===== src/rtl/lzss_pkg.sv =====
// Shared types for the LZSS stream decoder: sequencer states, token phases
// and bit reader operations. No dependencies.
package lzss_pkg;

  localparam int BYTE_W = 8;

  typedef enum logic [1:0] {
    ST_IDLE,
    ST_DECODE,
    ST_COPY,
    ST_DONE
  } st_t;

  typedef enum logic [1:0] {
    PH_FLAG,
    PH_LIT,
    PH_LEN,
    PH_DIST
  } phase_t;

  typedef enum logic [2:0] {
    BR_NOP,
    BR_LOAD,
    BR_FLAG,
    BR_LIT,
    BR_LEN,
    BR_DIST,
    BR_CLEAR
  } br_op_t;

endpackage


===== src/rtl/lzss_bitrd.sv =====
// Bit reader: accumulator of unconsumed compressed bits, oldest in bit 0.
// Appends one byte, drops the bits of one token field or clears all bits, per cycle. Uses lzss_pkg.
module lzss_bitrd
  import lzss_pkg::*;
#(
  parameter int WINDOW_BITS = 12,
  parameter int LENGTH_BITS = 4
) (
  input  logic                 clk,
  input  logic                 rst,
  input  br_op_t               op,
  input  logic [BYTE_W-1:0]    in_byte,
  output logic [WINDOW_BITS+7:0] acc,
  output logic [$clog2(WINDOW_BITS+9)-1:0] held
);

  localparam int ACC_W  = WINDOW_BITS + 8;
  localparam int HELD_W = $clog2(WINDOW_BITS + 9);

  logic [ACC_W-1:0]  acc_next;
  logic [HELD_W-1:0] held_next;

  always_comb begin
    acc_next  = acc;
    held_next = held;
    case (op)
      BR_LOAD: begin
        acc_next  = acc | (ACC_W'(in_byte) << held);
        held_next = held + HELD_W'(BYTE_W);
      end
      BR_FLAG: begin
        acc_next  = acc >> 1;
        held_next = held - HELD_W'(1);
      end
      BR_LIT: begin
        acc_next  = acc >> BYTE_W;
        held_next = held - HELD_W'(BYTE_W);
      end
      BR_LEN: begin
        acc_next  = acc >> LENGTH_BITS;
        held_next = held - HELD_W'(LENGTH_BITS);
      end
      BR_DIST: begin
        acc_next  = acc >> WINDOW_BITS;
        held_next = held - HELD_W'(WINDOW_BITS);
      end
      BR_CLEAR: begin
        acc_next  = '0;
        held_next = '0;
      end
      default: begin
        acc_next  = acc;
        held_next = held;
      end
    endcase
  end

  always_ff @(posedge clk) begin
    if (rst) begin
      acc  <= '0;
      held <= '0;
    end else begin
      acc  <= acc_next;
      held <= held_next;
    end
  end

endmodule


===== config.mk =====
export PLATFORM = sky130hd
export DESIGN_NAME = lzss_bitrd
export DESIGN_NICKNAME = d
export VERILOG_FILES = /design/src/rtl/lzss_pkg.sv /design/src/rtl/lzss_bitrd.sv
export SDC_FILE = /design/constraint.sdc
export NUM_CORES = 1
export LEC_CHECK = 0
export CORE_MARGIN = 2
export CORE_UTILIZATION = 40
export CTS_BUF_LIST = sky130_fd_sc_hd__clkbuf_8
export CTS_CLUSTER_SIZE = 40
export DETAILED_ROUTE_END_ITERATION = 8
export DONT_BUFFER_PORTS = 1
export PLACE_DENSITY_LB_ADDON = 0.1
export SLEW_MARGIN = 15
export SYNTH_ARGS = -nofsm -noshare
export SYNTH_HDL_FRONTEND = slang
export SYNTH_SLANG_ARGS = --single-unit

===== constraint.sdc =====
create_clock -name clk -period 5.1 [get_ports clk]
set_clock_uncertainty 0.2 [all_clocks]
set_input_delay 0.51 -clock clk [delete_from_list [all_inputs] [get_ports clk]]
set_output_delay 0.51 -clock clk [all_outputs]
set_load 0.005 [all_outputs]

### After elaboration in Yosys (flattened, before gate mapping)

Index checks and enable logic that the tools add are counted.

| storage, ports and cells | value |
|---|---|
| register bits after elaboration | 25 |
| bits of input ports | 13 |
| output and inout bits | 25 |

| operators by class | value |
|---|---|
| reductions and logical operators | 1 |
| shifts and indexed selects | 1 |
| bitwise gates (word level) | 1 |
| add/subtract/negate cells | 5 |
| equality and inequality tests | 6 |
| mux-type cells | 2 |

Operators with widths:

| kind | count |
|---|---|
| one-hot mux 20 bit (6 select lines) | 1 |
| one-hot mux 5 bit (6 select lines) | 1 |
| OR 20 bit | 1 |
| << shifter 8 x 5 -> 20 bit | 1 |
| subtractor 5 x 4 -> 5 bit (second input constant) | 2 |
| == test 3 bit (second input constant) | 3 |
| == test 3 x 2 -> 1 bit (second input constant) | 2 |
| nonzero test 6 bit | 1 |
| adder 5 x 4 -> 5 bit (second input constant) | 1 |
| subtractor 5 x 1 -> 5 bit (second input constant) | 1 |
| subtractor 5 x 3 -> 5 bit (second input constant) | 1 |
| == test 3 x 1 -> 1 bit (second input constant) | 1 |

### Longest topological paths before layout

| depth | value |
|---|---|
| depth in word-level cells | 3 |
| mapped depth | 9 |
| gate-level depth less buffers | 7 |

### Worst setup path after synthesis

No wires, ideal clock.

| timing | value |
|---|---|
| kind | input to register |
| start point | input op[2] |
| end point | register held[4] |
| library setup time | 0.074 ns |
| buffers on the path | 3 |
| cell stages on the path | 9 |
| arrival | 2.049 ns |
| data required time | 4.826 ns |
| path slack | 2.777 ns |
| cell sequence | buf_2 > buf_2 > buf_1 > and2_1 > fa_1 > nand2_1 > or2_2 > a21o_1 > a31oi_1 |

| on the way | value |
|---|---|
| cells in the longest elaborated chain, start to end | 2 |
| elaborated cells between the ends (all ways) | 8 |
| classes of those cells | 6 x eq/ne; 1 x mux; 1 x reduce/logical |

RTL lines:

| what | RTL line | text |
|---|---|---|
| from (decl) | lzss_bitrd.sv:11 | `input br_op_t op,` |
| == test 3 bit, or another cell as far along | lzss_bitrd.sv:26 | `case (op)` |
| one-hot mux 5 bit (6 select lines) / nonzero test 6 bit (equally long branches) | - |  |
| to (signal assigned) | lzss_bitrd.sv:64 | `held <= held_next;` |
| to (decl) | lzss_bitrd.sv:14 | `output logic [$clog2(WINDOW_BITS+9)-1:0] held` |

Several ways; a longest one is shown, not always the timed one.
A chain may end at the register's enable or synchronous reset.

### Worst setup path in the final report

| timing | value |
|---|---|
| start point | register held[2] |
| end point | register held[4] |

| on the way | value |
|---|---|
| cells in the longest elaborated chain, start to end | 2 |
| elaborated cells between the ends (all ways) | 6 |
| classes of those cells | 5 x add/sub; 1 x mux |

RTL lines:

| what | RTL line | text |
|---|---|---|
| subtractor 5 x 4 -> 5 bit, or another cell as far along | lzss_bitrd.sv:45 | `held_next = held - HELD_W'(WINDOW_BITS);` |
| one-hot mux 5 bit (6 select lines) (*) | lzss_bitrd.sv:26 |  |

Mark *: on every way between the ends. The rest lies on a longest branch, timed or not.

==> results by group <==
Outcome
  • Status: finished, final reports clean

Layout
  • ANT cells: 0
  • Final nets: between 200 and 300
  • Area grow syn2layout: -0.5450%
  • Most frequent cells in the layout: 25 x dfxtp_1, 24 x nor2_1, 18 x a21oi_1, 17 x a211oi_1, 16 x nand2b_1
  • Fillers: slightly below 600
  • Final instance area: roughly 0.0023 sq mm
  • Share of layout cells above drive strength 1: about 7.9%
  • Leading cell type in the layout, fill and taps excluded: dfxtp_1
  • Seq. cell area: 500.5 sq um
  • Multi-input gate area: 0.001613 sq mm

Timing
  • Relative slew slack: 33.48%
  • RSZ-0062 raised after global routing: no
  • Fin crit period: roughly 2.5 ns
  • Tcrit/Tclk final: around 50%
  • Final TNS setup: 0 ns
  • Pins over their slew limit: 0
  • # setup viols final: 0
  • Hold Fails Final Rpt: 0
  • Fmax: roughly 400 MHz
  • Hold slack final: ~0.089 ns
  • Worst Tran Pin Value: 0.9941 ns

Synthesis
  • Synth top area share: 21.80%
  • Register area share after synthesis: 21.80%
  • Syn_area_per_cell: approximately 8 sq um
  • Yosys cell types: 59
  • Synth Instances: about 290
  • Synth Cell Area: between 0.002 and 0.0025 sq mm
  • EDFF count, synth: 0
  • Post-synth top flop: dfxtp_1
  • Leading area contributor after synthesis: dfxtp_1
  • Synth Register Bits: 25
  • Ys Warns: 0
  • Async set-or-reset flop fraction in the synthesized netlist: 0%
  • Synth area leaders: dfxtp_1 22%, a211oi_1 5.6%, mux2i_1 4.4%
  • Post-synthesis net count: approximately 310

Routing
  • Iter 0 DRT Violations: around 180
  • Drt pass-1 iters: 4
  • Post-Route WL: around 7800 um
  • DR vias/cell: about 6.9
  • Post-DR wirelength/cell: between 20 and 25 um
  • Final ANT Viol Nets: 0
  • Routed via count: 2,321
  • Residual DRC: 0

Clock tree
  • Clk pin slew, worst setup/hold paths: 0.11 ns
  • PostCTS Resize Cnt: 0
  • Inserted Clock Buffers: 3
  • CTS Hold Bufs: 0
  • Clock sinks: 25
  • CTS tree: built
  • Post-CTS setup buffer count: 0
  • CTS max path bufs: 2
  • Clk_lat worst skew: roughly 0.28 ns
  • CTS H-tree lvls: 1
  • Clock Tree Root: clkbuf_8

Floorplan
  • Starting density of the core: roughly two fifths
  • Die area: about 0.0064 sq mm
  • Num ports: 38
  • Die width: between 70 and 80 um
  • Die H: ~80 um
  • Core region area: roughly 0.0055 sq mm
  • FP Rows: 27

Worst hold path
  • Hold Path Class: in2reg

Global routing
  • Vias in the first global route: roughly 2,100
  • GR Layer Usage met2: ~36%
  • Met3 GRT Util: under 10%
  • Grt peak-use layer: met1
  • Met1 GRT Util: between 30 and 40%
  • Grt total ovfl: 0
  • Total GRT Usage: approximately 24%
  • Largest net degree at the start of global routing: 41
  • First-pass GRT wire length: 12,030 um
  • Antenna violations before repair: 0

Placement
  • Port Buffers: 0
  • Placed Area: between 0.002 and 0.0025 sq mm
  • DP Wirelength: between 5000 and 6000 um
  • Gpl congestion: about 0.88

Power and ir drop
  • Peak VDD IR: approximately 0.11 mV
  • Power Density: about 230 mW/mm^2
  • Leak: about 0.7 nW

Worst setup path
  • CP endpoint kind: flop
  • Crit start category: flop
  • CP arrival: between 2 and 3 ns
  • CP required: 5.10 ns
  • Crit Path Max Fanout: 24
  • CP Class: reg2reg

Run
  • Max_cap viols: 0
## final timing paths
| kind | start | endpoint | slack (ns) | cells past startpoint |
|---|---|---|---|---|
| min | rst | acc[19] | 0.09 | 1 |
| max reg2reg | held[2] | held[4] | 2.58 | 6 |
| min reg2reg | acc[0] | acc[0] | 0.35 | 2 |
| max | held[2] | held[4] | 2.58 | 6 |
## flip-flops by register name, indices dropped and copies added, names as in the netlist
signal  flops
acc        20
held        5
## cells by family (layout without fill, tap and decap cells)
group	Yosys count	in the layout	synth area share [%]
adder cells (fa/ha/maj)	2	2	1.417
buffers and inverters	38	13	7.956
multiplexers	18	18	10.41
AO/OA/AOI/OAI	109	109	34.22
XOR/XNOR	1	1	0.3815
AND/OR/NAND/NOR	98	98	23.82
flip-flops	25	25	21.80
## routing by layer
layer | up-vias | part of all wire, %
met5 | - | 0
met4 | 0 | 0.62
met3 | 6 | 7.8
met2 | 124 | 44
met1 | 1118 | 48
li1 | 1073 | -
## where the power goes
part	switching, W	leakage (nW)	internal, W
Combinational	0.0000791	0.479	0.0000658
Sequential	0.0000394	0.206	0.000210
Clock	0.0000729	0.0255	0.0000549
## metrics by stage
| step | utilization (%) | instances | setup slack [ns] | power (W) |
|---|---|---|---|---|
| after floorplan | - | 291 | 2.777 | 0.0003715 |
| after global placement | 40.38 | 334 | 2.682 | 0.0003958 |
| after detailed placement | 40.38 | 334 | 2.610 | 0.0003949 |
| after CTS | 41.22 | 338 | 2.612 | 0.0005190 |
| after global routing | 41.22 | 338 | 2.400 | 0.0005457 |
| final | 41.22 | 338 | 2.579 | 0.0005221 |
## synth_stat cells (all sizes together) (3+ instances only)
library cell,n
dfxtp,25
clkbuf,9
mux2i,10
nand2b,16
a2bb2oi,5
o21ai,12
a311oi,9
a221o,4
nand3b,5
a21o,3
a221oi,7
a211oi,17
a21oi,18
o211ai,5
a31oi,4
nand2,10
inv,9
mux2,4
mux4,4
nor2,27
nand3,4
o22ai,11
nor2b,11
buf,20
nor3,9
## area by class of cell
cell class	count	share of cell area [%]
multi-input cells	228	70.63
flip-flops and latches	25	21.92
well taps	72	3.945
clock buffers	3	1.808
inverters	9	1.479
clock inverters	1	0.2192
## worst max-delay path, cell delays in order (launching register included)
cell and delay, ns:
dfxtp_1 0.93, inv_1 0.33, fa_1 0.48, nand2_1 0.09
o211ai_1 0.09, a21o_1 0.19, a31oi_1 0.14
Note: power is estimated with default switching activity, not from simulation.
